## src/rtl/bdpa_pkg.sv

```systemverilog
// types, codes and widths for the delta patch applier
// used by every rtl module of the block; no dependencies
`default_nettype none

package bdpa_pkg;

    localparam int POS_BITS_DEF = 32;

    localparam int S_TDATA_W = 216;
    localparam int S_USED_W  = 209;
    localparam int M_TDATA_W = 80;
    localparam int M_USED_W  = 77;

    localparam logic [1:0] FUNC_CTRL  = 2'd0;
    localparam logic [1:0] FUNC_ADD   = 2'd1;
    localparam logic [1:0] FUNC_EXTRA = 2'd2;
    localparam logic [1:0] EXP_DONE   = 2'd3;

    localparam logic [1:0] ST_OK       = 2'd0;
    localparam logic [1:0] ST_BAD_LEN  = 2'd1;
    localparam logic [1:0] ST_BAD_KIND = 2'd2;
    localparam logic [1:0] ST_DONE     = 2'd3;

    typedef enum logic [3:0] {
        PH_CTRL  = 4'b0001,
        PH_ADD   = 4'b0010,
        PH_EXTRA = 4'b0100,
        PH_DONE  = 4'b1000
    } phase_t;

    // input word, lowest field last
    typedef struct packed {
        logic [1:0]  func;
        logic        old_present;
        logic [7:0]  old_byte;
        logic [7:0]  patch_byte;
        logic [63:0] seek_raw;
        logic [63:0] copy_raw;
        logic [63:0] add_raw;
    } item_t;

    // result word, lowest field last
    typedef struct packed {
        logic [31:0] out_pos;
        logic [1:0]  status;
        logic [1:0]  expecting;
        logic [32:0] old_addr;
        logic [7:0]  new_byte;
    } res_t;

    function automatic logic [1:0] phase_code(input phase_t ph);
        logic [1:0] code;
        case (ph)
            PH_CTRL:  code = FUNC_CTRL;
            PH_ADD:   code = FUNC_ADD;
            PH_EXTRA: code = FUNC_EXTRA;
            PH_DONE:  code = EXP_DONE;
            default:  code = FUNC_CTRL;
        endcase
        return code;
    endfunction

endpackage

`default_nettype wire

```

## src/rtl/bdpa_in_reg.sv

```systemverilog
// input register stage: captures one stream word per cycle while adv is high or the register is empty
// depends on bdpa_pkg
`default_nettype none

module bdpa_in_reg (
    input  wire logic                           aclk,
    input  wire logic                           aresetn,
    input  wire logic                           s_tvalid,
    output      logic                           s_tready,
    input  wire logic [bdpa_pkg::S_TDATA_W-1:0] s_tdata,
    input  wire logic [1:0]                     s_tuser,
    input  wire logic                           adv,
    output      logic                           item_valid,
    output      bdpa_pkg::item_t                item
);

    logic            valid_reg;
    logic            valid_next;
    bdpa_pkg::item_t item_reg;
    logic            take;

    assign s_tready   = !valid_reg || adv;
    assign take       = s_tvalid && s_tready;
    assign valid_next = take || (valid_reg && !adv);

    always_ff @(posedge aclk) begin
        if (!aresetn) begin
            valid_reg <= 1'b0;
        end else begin
            valid_reg <= valid_next;
        end
    end

    always_ff @(posedge aclk) begin
        if (take) begin
            item_reg <= bdpa_pkg::item_t'({s_tuser, s_tdata[bdpa_pkg::S_USED_W-1:0]});
        end
    end

    assign item_valid = valid_reg;
    assign item       = item_reg;

endmodule

`default_nettype wire

```

## src/rtl/bdpa_core.sv

```systemverilog
// patch state, per-word update and result register
// depends on bdpa_pkg
`default_nettype none

module bdpa_core #(
    parameter int POS_BITS = bdpa_pkg::POS_BITS_DEF
) (
    input  wire logic                           aclk,
    input  wire logic                           aresetn,
    input  wire logic                           item_valid,
    input  wire bdpa_pkg::item_t                item,
    output      logic                           adv,
    input  wire logic                           cfg_valid,
    output      logic                           cfg_ready,
    input  wire logic [31:0]                    cfg_data,
    output      logic                           m_tvalid,
    input  wire logic                           m_tready,
    output      logic [bdpa_pkg::M_TDATA_W-1:0] m_tdata,
    output      logic                           m_tuser
);

    localparam int OW = POS_BITS + 1;
    localparam int MW = POS_BITS + 2;
    localparam int SW = POS_BITS + 3;
    localparam logic signed [OW-1:0] OLD_MAX = {1'b0, {POS_BITS{1'b1}}};
    localparam logic signed [OW-1:0] OLD_MIN = {1'b1, {POS_BITS{1'b0}}};
    localparam logic [MW-1:0]        SEEK_CLAMP = {1'b1, {(POS_BITS + 1){1'b0}}};

    bdpa_pkg::phase_t      phase_reg, phase_next;
    logic                  err_reg, err_next;
    logic [1:0]            code_reg, code_next;
    logic [POS_BITS-1:0]   add_left_reg, add_left_next;
    logic [POS_BITS-1:0]   extra_left_reg, extra_left_next;
    logic signed [SW-1:0]  seek_reg, seek_next;
    logic signed [OW-1:0]  old_reg, old_next;
    logic [31:0]           new_reg, new_next;
    logic [31:0]           size_reg;
    logic                  m_valid_reg, m_valid_next;
    bdpa_pkg::res_t        res_reg, res_next;
    logic                  bv_reg, bv_next;

    logic                  fire;
    logic                  a_bad, c_bad, s_big;
    logic [MW-1:0]         s_mag;
    logic signed [SW-1:0]  seek_dec, seek_use, tri_sum;
    logic signed [OW-1:0]  old_inc, old_base, old_tri;
    logic [31:0]           new_inc, new_base;
    bdpa_pkg::phase_t      tri_phase;
    logic [7:0]            nb;

    assign adv       = !m_valid_reg || m_tready;
    assign fire      = item_valid && adv;
    assign cfg_ready = 1'b1;

    // sign-magnitude decode; minus zero is zero
    assign a_bad = (item.add_raw[63] && (|item.add_raw[62:0])) ||
                   (|item.add_raw[62:POS_BITS]);
    assign c_bad = (item.copy_raw[63] && (|item.copy_raw[62:0])) ||
                   (|item.copy_raw[62:POS_BITS]);
    assign s_big = (|item.seek_raw[62:POS_BITS+2]) ||
                   (item.seek_raw[POS_BITS+1] && (|item.seek_raw[POS_BITS:0]));
    assign s_mag    = s_big ? SEEK_CLAMP : item.seek_raw[POS_BITS+1:0];
    assign seek_dec = item.seek_raw[63] ? -$signed({1'b0, s_mag}) : $signed({1'b0, s_mag});

    // end-of-run position and completion check
    assign old_inc   = (old_reg == OLD_MAX) ? old_reg : old_reg + OW'(1);
    assign old_base  = (phase_reg == bdpa_pkg::PH_ADD) ? old_inc : old_reg;
    assign seek_use  = (phase_reg == bdpa_pkg::PH_CTRL) ? seek_dec : seek_reg;
    assign tri_sum   = SW'(old_base) + seek_use;
    assign old_tri   = (tri_sum > SW'(OLD_MAX)) ? OLD_MAX :
                       (tri_sum < SW'(OLD_MIN)) ? OLD_MIN : OW'(tri_sum);
    assign new_inc   = (new_reg == 32'hFFFF_FFFF) ? new_reg : new_reg + 32'd1;
    assign new_base  = (phase_reg == bdpa_pkg::PH_CTRL) ? new_reg : new_inc;
    assign tri_phase = (new_base >= size_reg) ? bdpa_pkg::PH_DONE : bdpa_pkg::PH_CTRL;

    always_comb begin
        phase_next      = phase_reg;
        err_next        = err_reg;
        code_next       = code_reg;
        add_left_next   = add_left_reg;
        extra_left_next = extra_left_reg;
        seek_next       = seek_reg;
        old_next        = old_reg;
        new_next        = new_reg;
        nb              = 8'd0;
        bv_next         = 1'b0;
        if (fire && !err_reg && phase_reg != bdpa_pkg::PH_DONE) begin
            if (item.func != bdpa_pkg::phase_code(phase_reg)) begin
                err_next  = 1'b1;
                code_next = bdpa_pkg::ST_BAD_KIND;
            end else begin
                case (phase_reg)
                    bdpa_pkg::PH_CTRL: begin
                        if (a_bad || c_bad) begin
                            err_next  = 1'b1;
                            code_next = bdpa_pkg::ST_BAD_LEN;
                        end else begin
                            add_left_next   = item.add_raw[POS_BITS-1:0];
                            extra_left_next = item.copy_raw[POS_BITS-1:0];
                            seek_next       = seek_dec;
                            if (|item.add_raw[POS_BITS-1:0]) begin
                                phase_next = bdpa_pkg::PH_ADD;
                            end else if (|item.copy_raw[POS_BITS-1:0]) begin
                                phase_next = bdpa_pkg::PH_EXTRA;
                            end else begin
                                old_next   = old_tri;
                                seek_next  = '0;
                                phase_next = tri_phase;
                            end
                        end
                    end
                    bdpa_pkg::PH_ADD: begin
                        nb            = item.patch_byte + (item.old_present ? item.old_byte : 8'd0);
                        bv_next       = 1'b1;
                        old_next      = old_inc;
                        new_next      = new_inc;
                        add_left_next = add_left_reg - POS_BITS'(1);
                        if (add_left_reg == POS_BITS'(1)) begin
                            if (|extra_left_reg) begin
                                phase_next = bdpa_pkg::PH_EXTRA;
                            end else begin
                                old_next   = old_tri;
                                seek_next  = '0;
                                phase_next = tri_phase;
                            end
                        end
                    end
                    bdpa_pkg::PH_EXTRA: begin
                        nb              = item.patch_byte;
                        bv_next         = 1'b1;
                        new_next        = new_inc;
                        extra_left_next = extra_left_reg - POS_BITS'(1);
                        if (extra_left_reg == POS_BITS'(1)) begin
                            old_next   = old_tri;
                            seek_next  = '0;
                            phase_next = tri_phase;
                        end
                    end
                    default: begin
                    end
                endcase
            end
        end
    end

    always_comb begin
        res_next.new_byte  = nb;
        res_next.old_addr  = 33'(old_next);
        res_next.expecting = bdpa_pkg::phase_code(phase_next);
        res_next.out_pos   = new_next;
        if (err_next) begin
            res_next.status = code_next;
        end else if (phase_next == bdpa_pkg::PH_DONE) begin
            res_next.status = bdpa_pkg::ST_DONE;
        end else begin
            res_next.status = bdpa_pkg::ST_OK;
        end
    end

    assign m_valid_next = fire || (m_valid_reg && !m_tready);

    always_ff @(posedge aclk) begin
        if (!aresetn) begin
            phase_reg      <= bdpa_pkg::PH_CTRL;
            err_reg        <= 1'b0;
            code_reg       <= bdpa_pkg::ST_OK;
            add_left_reg   <= '0;
            extra_left_reg <= '0;
            seek_reg       <= '0;
            old_reg        <= '0;
            new_reg        <= '0;
            size_reg       <= 32'd1;
            m_valid_reg    <= 1'b0;
        end else begin
            phase_reg      <= phase_next;
            err_reg        <= err_next;
            code_reg       <= code_next;
            add_left_reg   <= add_left_next;
            extra_left_reg <= extra_left_next;
            seek_reg       <= seek_next;
            old_reg        <= old_next;
            new_reg        <= new_next;
            m_valid_reg    <= m_valid_next;
            if (cfg_valid && cfg_ready) begin
                size_reg <= cfg_data;
            end
        end
    end

    always_ff @(posedge aclk) begin
        if (fire) begin
            res_reg <= res_next;
            bv_reg  <= bv_next;
        end
    end

    assign m_tvalid = m_valid_reg;
    assign m_tdata  = {{(bdpa_pkg::M_TDATA_W - bdpa_pkg::M_USED_W){1'b0}}, res_reg};
    assign m_tuser  = bv_reg;

endmodule

`default_nettype wire

```

## src/rtl/binary_delta_patch_apply_top.sv

```systemverilog
// a word waits in the input register; its result word is then registered onto m_tvalid
// one word per cycle unless m_tready stalls: input register, update logic, result register
// the update of patch state for a word completes before the next word reaches it
// reset: synchronous active-low aresetn clears state, positions, error and flags;
// the image size returns to 1; no clearing pass, ready on the first cycle after reset
`default_nettype none

module binary_delta_patch_apply_top #(
    parameter int POS_BITS = bdpa_pkg::POS_BITS_DEF
) (
    input  wire logic                           aclk,
    input  wire logic                           aresetn,
    input  wire logic                           s_tvalid,
    output      logic                           s_tready,
    // add_raw[63:0] copy_raw[127:64] seek_raw[191:128] patch_byte[199:192]
    // old_byte[207:200] old_present[208], zero fill above
    input  wire logic [bdpa_pkg::S_TDATA_W-1:0] s_tdata,
    // func
    input  wire logic [1:0]                     s_tuser,
    output      logic                           m_tvalid,
    input  wire logic                           m_tready,
    // new_byte[7:0] old_addr[40:8] expecting[42:41] status[44:43]
    // out_pos[76:45], zero fill above
    output      logic [bdpa_pkg::M_TDATA_W-1:0] m_tdata,
    // byte_valid
    output      logic                           m_tuser,
    input  wire logic                           cfg_valid,
    output      logic                           cfg_ready,
    input  wire logic [31:0]                    cfg_data
);

    logic            item_valid;
    logic            adv;
    bdpa_pkg::item_t item;

    bdpa_in_reg u_in_reg (
        .aclk       (aclk),
        .aresetn    (aresetn),
        .s_tvalid   (s_tvalid),
        .s_tready   (s_tready),
        .s_tdata    (s_tdata),
        .s_tuser    (s_tuser),
        .adv        (adv),
        .item_valid (item_valid),
        .item       (item)
    );

    bdpa_core #(
        .POS_BITS (POS_BITS)
    ) u_core (
        .aclk       (aclk),
        .aresetn    (aresetn),
        .item_valid (item_valid),
        .item       (item),
        .adv        (adv),
        .cfg_valid  (cfg_valid),
        .cfg_ready  (cfg_ready),
        .cfg_data   (cfg_data),
        .m_tvalid   (m_tvalid),
        .m_tready   (m_tready),
        .m_tdata    (m_tdata),
        .m_tuser    (m_tuser)
    );

endmodule

`default_nettype wire

```

## config.mk

```make
export PLATFORM = sky130hd
export DESIGN_NAME = binary_delta_patch_apply_top
export DESIGN_NICKNAME = d
export VERILOG_FILES = /design/src/rtl/bdpa_pkg.sv /design/src/rtl/bdpa_in_reg.sv /design/src/rtl/bdpa_core.sv /design/src/rtl/binary_delta_patch_apply_top.sv
export SDC_FILE = /design/constraint.sdc
export NUM_CORES = 1
export LEC_CHECK = 0
export BUFFER_PORTS_ARGS = -buffer_cell sky130_fd_sc_hd__buf_2
export CORE_ASPECT_RATIO = 1.1
export CORE_MARGIN = 5
export CORE_UTILIZATION = 30
export CTS_CLUSTER_DIAMETER = 30
export DETAILED_ROUTE_END_ITERATION = 8
export RECOVER_POWER = 100
export SLEW_MARGIN = 20
export SYNTH_ARGS = -nofsm -noshare
export SYNTH_HDL_FRONTEND = slang
export SYNTH_HIERARCHICAL = 1
export SYNTH_SLANG_ARGS = --single-unit
export TNS_END_PERCENT = 30
```

## constraint.sdc

```tcl
create_clock -name aclk -period 9.32 [get_ports aclk]
set_input_delay 1.398 -clock aclk [delete_from_list [all_inputs] [get_ports aclk]]
set_output_delay 1.398 -clock aclk [all_outputs]
set_load 0.02 [all_outputs]
```

==> flow_metrics.env, run 1 <==
export IMPL_pin_count=339
export IMPL_fin_crit_ns=8.26
export IMPL_p_per_area_nw_per_um2=212
export IMPL_slowest_stage="nor4_1"
export IMPL_p_sw_share_pct=23.9
export IMPL_fin_tns_setup_ns=0
export IMPL_fin_skew_ns=0.0575
export IMPL_finalHoldViolCount=0
export IMPL_finalPower_mw=6.91
export IMPL_maxCapViolations=11
export IMPL_min_period_over_period_pct=88.6
export IMPL_fin_nets=3337
export IMPL_ys_warn_count=6
export IMPL_arrival_ns=8.59
export IMPL_fp_dieH_um=318
export IMPL_die_w_um=290
export IMPL_core_region_area_um2=86100
export IMPL_synthArstFlopShare_pct=0
export IMPL_max_stage_delay_ns=0.68
export IMPL_dr_pass1_iters=7
export IMPL_antenna_found_initial=24
export IMPL_place_congestion=0.907
export IMPL_slew_violations=586
export IMPL_grt_util_all_layers_pct=15.9
export IMPL_synth_seq_cells=494
export IMPL_overflow=0
export IMPL_tritoncts="built"
export IMPL_rsz0062_at_grt="no"
export IMPL_multi_input_area_um2=12200
export IMPL_root_buffer="clkbuf_16"
export IMPL_synth_seq_area_share_pct=49.3
export IMPL_peakVddDrop_mv=0.149
export IMPL_placed_cell_area_um2=28700
export IMPL_dieArea_um2=92400
export IMPL_rows=113
export IMPL_grt_pass1_wl_um=118000
export IMPL_startpoint_type="flip-flop"
export IMPL_slew_headroom_pct=-184
export IMPL_synth_edf_count=289
export IMPL_cts_sinks=494
export IMPL_dr_total_vias=21900
export IMPL_critPathCaptureType="flip-flop"
export IMPL_path_cells="nor4_1 > nand3_1 > o41ai_1 > and2_0 > nand2_1 > ha_1 > nor2_1 > buf_4 > nor2_1 > o21a_1 > a311o_1 > o21ai_0 > ha_1 > and3_1 > a221o_1 > nand4_1 > a211oi_1 > o21ai_0 > o21ai_0 > nand3_1 > nand2_1 > o21ai_0"
export IMPL_setup_violations=0
export IMPL_dp_hpwl_um=55500
export IMPL_ant_nets=0
export IMPL_dp_slack_ns=1.37
export IMPL_cts_hold_buffers=0
export IMPL_postCtsSetupBuffers=0
export IMPL_leakagePower_nw=12.3
export IMPL_cts_resized=0
export IMPL_register_area_um2=12800
export IMPL_violations="max-capacitance violations, max-slew violations"
export IMPL_power_switching_mw=1.65
export IMPL_synth_area_per_cell_um2=9.70
export IMPL_cp_max_fo=10
export IMPL_finalInstanceArea_um2=32600
export IMPL_cts_buffer_depth=3
export IMPL_clk_latency_ns=0.68
export IMPL_grt_start_max_net_pins=177
export IMPL_synthCells=2674
export IMPL_layout_setup_ws_ns=1.06
export IMPL_largest_reg_flops=211
export IMPL_outcome="complete, but fails checks"
export IMPL_tightest_slew_ns=4.26
export IMPL_fill_cells=8583
export IMPL_cts_buffers=119
export IMPL_ys_flop_type="edfxtp_1"
export IMPL_drive_above_1_share_pct=16.8
export IMPL_stdcell_count=4269
export IMPL_area_growth_pct=25.7
export IMPL_wl_per_cell_um=18.2
export IMPL_syn_area_um2=25900
export IMPL_place_port_buffers=327
export IMPL_max_freq_ghz=0.121
export IMPL_seq_power_share_pct=35.6
export IMPL_clk_pin_slew_ns=0.04
export IMPL_routed_via_density=5.12
export IMPL_crit_type="reg -> reg"
export IMPL_first_iter_violations=1388
export IMPL_grt_pass1_vias=21000
export IMPL_cp_data_required_time_ns=9.65
export IMPL_internal_power_mw=5.26
export IMPL_htree_levels=3
export IMPL_clkPwrFrac_pct=60.0
export IMPL_dpl_cell_count=4029
export IMPL_critPathMostFrequentCell="o21ai_0"
export IMPL_initial_core_util_pct=30.1
export IMPL_routed_wl_um=77500
export IMPL_drcViolationCount=0
export IMPL_p_comb_share_pct=4.4
export IMPL_hp_class="reg -> reg"
export IMPL_yosys_cell_types_count=96
## cell usage in the layout (no fill, tap or decap), types with 66 or more instances in the layout
| cell type | Yosys | routed |
|---|---|---|
| xnor2_1 | 84 | 84 |
| xor2_1 | 69 | 69 |
| clkbuf_1 | 137 | 116 |
| nor2_1 | 305 | 304 |
| a21oi_1 | 142 | 143 |
| o21ai_0 | 133 | 135 |
| dfxtp_1 | 205 | 205 |
| nor4_1 | 66 | 66 |
| clkbuf_16 | 0 | 119 |
| buf_2 | 8 | 230 |
| ha_1 | 80 | 80 |
| edfxtp_1 | 289 | 289 |
| nor3_1 | 73 | 72 |
| nand3_1 | 79 | 79 |
| nand2_1 | 248 | 249 |
## critical path, delay by kind of cell (launching register included)
family	cells	cell delay, ns
AOI/OAI and AO/OA	9	3.06
buffers and inverters	1	0.23
DFF	1	0.44
and+or+nand+nor	10	3.60
adders and majority gates	2	0.61
## power groups by stage
stage | clock network [mW] | logic, mW | registers (mW)
floorplan | 0 | 0.165 | 2.50
global placement | 0 | 0.308 | 2.49
detailed placement | 0 | 0.310 | 2.49
CTS | 4.24 | 0.312 | 2.45
global route | 4.35 | 0.334 | 2.47
finish | 4.14 | 0.303 | 2.46
## routing by layer
layer	global-route usage (%)	part of all wire, %
met3	4.64	8.4
met2	26.0	47
met5	0	0.11
met4	6.31	3.2
met1	19.8	42
## cells in the mapped netlist (all sizes together), types with 23 or more instances
cell	number	area [um^2]
nor2	305	1140
edfxtp	289	8680
nand2	250	948
dfxtp	205	4100
a21oi	144	728
o21ai	138	691
clkbuf	137	514
xnor2	84	736
ha	80	1000
nand3	79	395
nor3	74	375
xor2	69	604
and2	67	424
inv	67	257
nor4	67	425
nand4	50	313
a31oi	44	290
a21o	37	278
o31ai	35	263
mux2i	34	340
or3	33	206
a22oi	31	233
a211oi	29	223
and3	23	144
buf	23	141
o211ai	23	191
## worst paths after layout
kind / start / end / slack, ns / cells after the start
worst max-delay path: u_in_reg/item[130]$_DFFE_PP_ / u_core/m_tdata[10]$_DFFE_PP_ / 1.06 / 22
worst max register to register: u_in_reg/item[130]$_DFFE_PP_ / u_core/m_tdata[10]$_DFFE_PP_ / 1.06 / 22
worst min-delay path: u_core/seek_reg[8]$_SDFFE_PN0P_ / u_core/seek_reg[8]$_SDFFE_PN0P_ / 0.45 / 2
worst min register to register: u_core/seek_reg[8]$_SDFFE_PN0P_ / u_core/seek_reg[8]$_SDFFE_PN0P_ / 0.45 / 2
## per-stage QoR
stage	hold slack, ns	util (%)
final	0.447	37.8
after global routing	0.467	37.8
after detailed placement	0.443	33.3
after floorplan	0.432	-
after CTS	0.449	38.1
after global placement	0.439	33.3
## final cells by class
type                    count  area share, %
flip-flops and latches    494           39.2
clock buffers             131           9.28
repair buffers            363           5.40
well taps                1150           4.42
clock inverters            95           3.31
diodes                     14          0.108
inverters                  68          0.806
multi-input cells        1954           37.5
## cells by family (layout without fill, tap and decap cells)
| logic type | Yosys count | in the layout | synth area share (%) |
|---|---|---|---|
| AO/OA/AOI/OAI | 655 | 655 | 17.4 |
| AND/OR/NAND/NOR | 1021 | 1021 | 19.1 |
| adder cells (fa/ha/maj) | 82 | 82 | 4.01 |
| flip-flops | 494 | 494 | 49.3 |
| XOR/XNOR | 153 | 153 | 5.17 |
| other | 2 | 18 | 0.0290 |
| buffers and inverters | 228 | 657 | 3.53 |
| multiplexers | 39 | 39 | 1.53 |
Power figures use the tool's default switching activity.
==> inputs of run 2 (changes only) <==
--- a/config.mk
+++ b/config.mk
@@ -13,2 +13,3 @@
 export DETAILED_ROUTE_END_ITERATION = 8
+export PLACE_DENSITY = 0.44
 export RECOVER_POWER = 100
@@ -17,3 +18,2 @@
 export SYNTH_HDL_FRONTEND = slang
-export SYNTH_HIERARCHICAL = 1
 export SYNTH_SLANG_ARGS = --single-unit
--- a/constraint.sdc
+++ b/constraint.sdc
@@ -3,2 +3,2 @@
 set_output_delay 1.398 -clock aclk [all_outputs]
-set_load 0.02 [all_outputs]
+set_load 0.1 [all_outputs]
==> run 2 against run 1 <==
The run still ends with max-capacitance violations, max-slew violations left. Via count down 3.4%. Die area down 3.0%. Final area is 1.1% lower. Global-route usage increased by 0.83 points. Cell count down 2.8%. Register-to-register slack got worse by 0.13 ns. Clock-buffer cell count rose by 23. First-iteration DRC count up 2.1%. Combinational power grew 33%. Clock power rose by 13%. Utilization increased by 0.91 points.
==> flow_metrics.env, run 2 <==
export IMPL_synth_edf_count=289
export IMPL_cp_max_fo=31
export IMPL_synth_xor_area_share_pct=5.40
export IMPL_routed_via_density=5.09
export IMPL_synth_most_common_cell="nor2_1"
export IMPL_fin_tns_setup_ns=0
export IMPL_area_growth_pct=28.3
export IMPL_crit_type="reg -> reg"
export IMPL_rr_worst_depth=26
export IMPL_critPathCaptureType="flip-flop"
export IMPL_cts_buffer_depth=3
export IMPL_initial_core_util_pct=30.2
export IMPL_reg2reg_to="u_core.old_reg[28]$_SDFF_PN0_"
export IMPL_cts_hold_buffers=0
export IMPL_ys_top_cells_by_count="nor2_1 (315), edfxtp_1 (289), nand2_1 (238)"
export IMPL_htree_levels=4
export IMPL_dr_pass1_iters=5
export IMPL_finalHoldViolCount=0
export IMPL_top_layer_used="met5"
export IMPL_synth_top_cell_by_area="edfxtp_1"
export IMPL_postCtsSetupBuffers=0
export IMPL_dieArea_um2=89700
export IMPL_antenna_found_initial=22
export IMPL_final_util_pct=38.8
export IMPL_startpoint_type="flip-flop"
export IMPL_synth_area_leaders="edfxtp_1 (35%), dfxtp_1 (16%), nor2_1 (4.7%), ha_1 (4.0%), a21oi_1 (3.7%)"
export IMPL_yosys_cell_types_count=82
export IMPL_reg2reg_from="u_in_reg.item[137]$_DFFE_PP_"
export IMPL_tightest_slew_ns=4.65
export IMPL_ant_nets=0
export IMPL_synthArstFlopShare_pct=0
export IMPL_root_buffer="clkbuf_16"
export IMPL_timing_hold_ws_ns=0.448
export IMPL_tritoncts="built"
export IMPL_slew_headroom_pct=-210
export IMPL_max_freq_ghz=0.119
export IMPL_grt_pass1_wl_um=119000
export IMPL_outcome="complete, but fails checks"
export IMPL_synthSimpleGateAreaFrac_pct=18.9
export IMPL_clk_pin_slew_ns=0.04
export IMPL_wl_met1_um=34600
export IMPL_hp_class="reg -> reg"
export IMPL_cts_resized=0
export IMPL_grt_util_all_layers_pct=16.7
export IMPL_dp_hpwl_um=55800
export IMPL_wl_per_cell_um=18.5
export IMPL_synthCells=2620
export IMPL_overflow=0
export IMPL_p_per_area_nw_per_um2=234
export IMPL_fin_skew_ns=0.0353
export IMPL_rows=111
export IMPL_grt_start_max_net_pins=95
export IMPL_rsz0062_at_grt="no"
export IMPL_fin_crit_ns=8.38
export IMPL_syn_area_um2=25100
export IMPL_synth_compound_area_share_pct=15.8
export IMPL_largest_reg_flops=211
export IMPL_die_w_um=286
export IMPL_leakagePower_nw=12.4
export IMPL_core_region_area_um2=83200
export IMPL_met2WireLength_um=34400
export IMPL_worstHoldStart="u_core.seek_reg[8]$_SDFFE_PN0P_"
export IMPL_fin_nets=3299
export IMPL_peakVddDrop_mv=0.136
export IMPL_ys_flop_type="edfxtp_1"
export IMPL_arrival_ns=8.74
export IMPL_holdPathStages=2
export IMPL_final_common_cell="nor2_1"
export IMPL_setup_violations=0
export IMPL_pin_count=339
export IMPL_routed_wl_um=76900
export IMPL_grt_pass1_vias=21200
export IMPL_met3_wirelength_um=5620
export IMPL_synth_area_per_cell_um2=9.59
export IMPL_ff2ff_setup_slack_ns=0.94
export IMPL_dr_total_vias=21100
export IMPL_synth_seq_area_share_pct=50.9
export IMPL_min_period_over_period_pct=90.0
export IMPL_fp_dieH_um=314
export IMPL_violations="max-capacitance violations, max-slew violations"
export IMPL_layout_common_cells="nor2_1 (315), edfxtp_1 (289), nand2_1 (237)"
export IMPL_cts_sinks=494
export IMPL_first_iter_violations=1417
export IMPL_synthMuxAreaShare_pct=1.45
export IMPL_ys_warn_count=0
export IMPL_cts_buffers=133
export IMPL_synth_top_family_by_area="simple AND/OR/NAND/NOR gates"
export IMPL_hold_end="u_core.seek_reg[8]$_SDFFE_PN0P_"
export IMPL_synth_seq_cells=494
export IMPL_maxCapViolations=13
export IMPL_synth_top_area_share_pct=34.5
export IMPL_slew_violations=647
export IMPL_cp_data_required_time_ns=9.68
export IMPL_clk_latency_ns=0.69
export IMPL_drcViolationCount=0
export IMPL_place_congestion=0.896
export IMPL_place_port_buffers=327
export IMPL_synthAdderAreaFrac_pct=4.14
export IMPL_drive_above_1_share_pct=16.1
[run 2: area by class of cell]
class                   instances  area [um^2]
diodes                         10         25.0
clock buffers                 154         3460
clock inverters                85         1160
fillers                      8195        50900
inverters                      70          264
multi-input cells            1907        11500
flip-flops and latches        494        12800
well taps                    1073         1340
repair buffers                356         1700
[run 2: worst max-delay path: stages (launching register included)]
cell and delay, ns:
edfxtp_1 0.47, or4_4 0.61, or4_4 0.55, or4b_1 0.58
or4_4 0.45, a211oi_1 0.54, nand2_1 0.16, ha_1 0.33
nand3_1 0.40, or2_2 0.22, o41ai_1 0.08, xnor2_1 0.13
o21ai_0 0.23, o21ai_0 0.22, ha_1 0.46, nand2_1 0.13
nor3_1 0.46, nand2_1 0.10, o21ai_0 0.22, a41oi_1 0.10
a211oi_1 0.36, o21a_1 0.20, o21a_1 0.18, o31a_1 0.14
buf_4 0.35, o311a_1 0.30, nor3_1 0.07
[run 2: kinds of logic (layout without fill, tap and decap cells)]
logic type,count (synthesis),in the layout
AND/OR/NAND/NOR,988,988
AO/OA/AOI/OAI,643,643
flip-flops,494,494
buffers and inverters,221,665
XOR/XNOR,154,154
adder cells (fa/ha/maj),82,82
multiplexers,36,36
other,2,14
[run 2: how the worst max path moves through the flow]
stage / slack, ns / cells past startpoint / endpoint / start
floorplan: 1.68 / 3 / u_in_reg.item[0]$_DFFE_PP_ / m_tready
global placement: 1.19 / 26 / u_core.m_tdata[36]$_DFFE_PP_ / u_in_reg.item[137]$_DFFE_PP_
detailed placement: 1.15 / 26 / u_core.m_tdata[36]$_DFFE_PP_ / u_in_reg.item[137]$_DFFE_PP_
CTS: 1.13 / 26 / u_core.m_tdata[36]$_DFFE_PP_ / u_in_reg.item[137]$_DFFE_PP_
global route: 0.37 / 26 / u_core.old_reg[4]$_SDFF_PN0_ / u_in_reg.item[137]$_DFFE_PP_
finish: 0.94 / 26 / u_core.old_reg[28]$_SDFF_PN0_ / u_in_reg.item[137]$_DFFE_PP_
[run 2: metrics by stage]
step	total power, mW	instances	setup WS (ns)	area [um^2]
floorplan	2.78	2622	1.68	25100
global placement	2.91	3899	1.19	27800
detailed placement	2.92	3899	1.15	27800
CTS	7.66	4138	1.13	32400
global route	7.82	4145	0.369	32200
finish	7.54	4149	0.936	32200
[run 2: report_power, final]
group	leakage (nW)	internal, mW	total (mW)	switching, mW
combinational	5.71	0.110	0.404	0.295
sequential	4.45	2.42	2.47	0.0517
clock	2.22	3.30	4.66	1.36
total	12.4	5.83	7.54	1.71
[run 2: routing by layer]
| metal | up-vias | global-route usage, % |
|---|---|---|
| met4 | 18 | 6.21 |
| li1 | 10300 | - |
| met3 | 158 | 4.89 |
| met2 | 691 | 26.0 |
| met5 | - | 0 |
| met1 | 9915 | 22.2 |
==> inputs of run 3 (changes only) <==
CORE_MARGIN = not set   (was 5)
MAX_ROUTING_LAYER = met4   (was not set)
SYNTH_HIERARCHICAL = 1   (was not set)
==> run 3 against run 2 <==
Power shrank 3.5%. Clock-buffer cell count is 11 higher. Flip-flop and latch count is the same. Non-clock buffer count up 11. Sequential share of layout area shrank 0.81 points. Register-to-register slack improved by 0.11 ns. Fmax up 1.4%. Clock power down 5.2%. The flow still finishes with violations (max-capacitance violations, max-slew violations). Highest routed layer is now met4. Wire length rose by 7.5%.
==> flow_metrics.env, run 3 (same netlist as run 1, synthesis figures left out) <==
export IMPL_outcome="complete, but fails checks"
export IMPL_violations="max-capacitance violations, max-slew violations"
export IMPL_critPathCaptureType="flip-flop"
export IMPL_cts_hold_buffers=0
export IMPL_grt_pass1_vias=21800
export IMPL_rsz0062_at_grt="no"
export IMPL_largest_reg_flops=211
export IMPL_area_growth_pct=26.9
export IMPL_wl_per_cell_um=19.3
export IMPL_fin_tns_setup_ns=0
export IMPL_setup_violations=0
export IMPL_dp_slack_ns=1.26
export IMPL_min_period_over_period_pct=88.8
export IMPL_final_common_cell="nor2_1"
export IMPL_dp_hpwl_um=60200
export IMPL_fill_cells=8568
export IMPL_first_iter_violations=1435
export IMPL_tightest_slew_ns=3.94
export IMPL_fin_nets=3353
export IMPL_dr_total_vias=22100
export IMPL_core_region_area_um2=85200
export IMPL_root_buffer="clkbuf_16"
export IMPL_htree_levels=4
export IMPL_hp_class="reg -> reg"
export IMPL_fin_crit_ns=8.27
export IMPL_arrival_ns=8.66
export IMPL_cts_buffer_depth=3
export IMPL_met2_usage_pct=30.1
export IMPL_layout_common_cells="nor2_1 (304), edfxtp_1 (289), nand2_1 (250)"
export IMPL_routed_wl_um=82700
export IMPL_cp_data_required_time_ns=9.70
export IMPL_place_port_buffers=327
export IMPL_cts_resized=0
export IMPL_cts_sinks=494
export IMPL_final_util_pct=38.6
export IMPL_pin_count=339
export IMPL_die_w_um=282
export IMPL_leakagePower_nw=12.5
export IMPL_peakVddDrop_mv=0.154
export IMPL_dr_pass1_iters=5
export IMPL_clk_latency_ns=0.71
export IMPL_grt_pass1_wl_um=126000
export IMPL_p_per_area_nw_per_um2=221
export IMPL_max_freq_ghz=0.121
export IMPL_place_congestion=0.899
export IMPL_clk_pin_slew_ns=0.04
export IMPL_overflow=0
export IMPL_dieArea_um2=87600
export IMPL_cts_buffers=131
export IMPL_slew_violations=624
export IMPL_maxCapViolations=12
export IMPL_slew_headroom_pct=-163
export IMPL_grt_util_all_layers_pct=19.3
export IMPL_routed_via_density=5.16
export IMPL_startpoint_type="flip-flop"
export IMPL_postCtsSetupBuffers=0
export IMPL_grt_start_max_net_pins=83
export IMPL_fin_skew_ns=0.0442
export IMPL_met1_usage_pct=24.4
export IMPL_drive_above_1_share_pct=16.5
export IMPL_tritoncts="built"
export IMPL_ant_nets=0
export IMPL_fp_dieH_um=310
export IMPL_cp_max_fo=17
export IMPL_initial_core_util_pct=30.4
export IMPL_grtUsageMet3_pct=4.47
export IMPL_finalHoldViolCount=0
export IMPL_antenna_found_initial=11
export IMPL_top_usage_layer="met2"
export IMPL_layout_setup_ws_ns=1.05
export IMPL_drcViolationCount=0
export IMPL_rows=112
export IMPL_crit_type="reg -> reg"
-- run 3: worst max-delay path: stages, from the launching register on --
cell and delay [ns]:
edfxtp_1 0.44, nor4_1 0.64, nand3_1 0.32, o41ai_1 0.59, and2_0 0.50, nand2_1 0.17, ha_1 0.31, nor2_1 0.53
nor2_1 0.09, o21a_1 0.13, a311o_1 0.33, o21ai_0 0.38, ha_1 0.39, a21oi_1 0.17, o211ai_1 0.18, a32o_1 0.33
o21ai_0 0.52, a21oi_1 0.19, o32ai_1 0.32, clkbuf_1 0.28, a31oi_4 0.31, a2111oi_0 0.63, nor2_1 0.19
-- run 3: power by group --
| group | switching (mW) | total, mW | internal [mW] |
|---|---|---|---|
| sequential | 0.0453 | 2.46 | 2.41 |
| combinational | 0.292 | 0.399 | 0.107 |
| clock | 1.43 | 4.42 | 2.99 |
| total | 1.76 | 7.28 | 5.51 |
-- run 3: through the flow --
step / hold WS [ns] / std cells / cell area, um^2 / power [mW]
floorplan: 0.432 / 2676 / 25900 / 2.76
global placement: 0.438 / 4023 / 28700 / 2.90
detailed placement: 0.445 / 4023 / 28700 / 2.90
CTS: 0.451 / 4265 / 33100 / 7.39
global route: 0.464 / 4275 / 32900 / 7.55
finish: 0.448 / 4275 / 32900 / 7.28
-- run 3: area by class of cell --
class                           count  area (um^2)  share of cell area [%]
Inverter                           68          263                   0.798
Multi-Input combinational cell   1954        12200                    37.1
Timing Repair Buffer              367         1760                    5.36
Sequential cell                   494        12800                    38.8
Tap cell                         1140         1430                    4.33
Clock buffer                      165         3520                    10.7
Antenna cell                       10         25.0                  0.0760
Clock inverter                     77          927                    2.82
-- run 3: path summary, 6_finish.rpt --
check                                        start                          endpoint  slack [ns]  cells past startpoint
setup / recovery      u_in_reg/item[130]$_DFFE_PP_      u_core/m_tdata[28]$_DFFE_PP_        1.05                     22
hold / removal    u_core/seek_reg[10]$_SDFFE_PN0P_  u_core/seek_reg[10]$_SDFFE_PN0P_        0.45                      2
setup reg to reg      u_in_reg/item[130]$_DFFE_PP_      u_core/m_tdata[28]$_DFFE_PP_        1.05                     22
hold reg to reg   u_core/seek_reg[10]$_SDFFE_PN0P_  u_core/seek_reg[10]$_SDFFE_PN0P_        0.45                      2
-- run 3: layer usage --
| metal | share of wire (%) | up-vias |
|---|---|---|
| met4 | 2.3 | 0 |
| li1 | - | 10700 |
| met1 | 45 | 10500 |
| met5 | 0 | - |
| met2 | 46 | 710 |
| met3 | 6.6 | 123 |
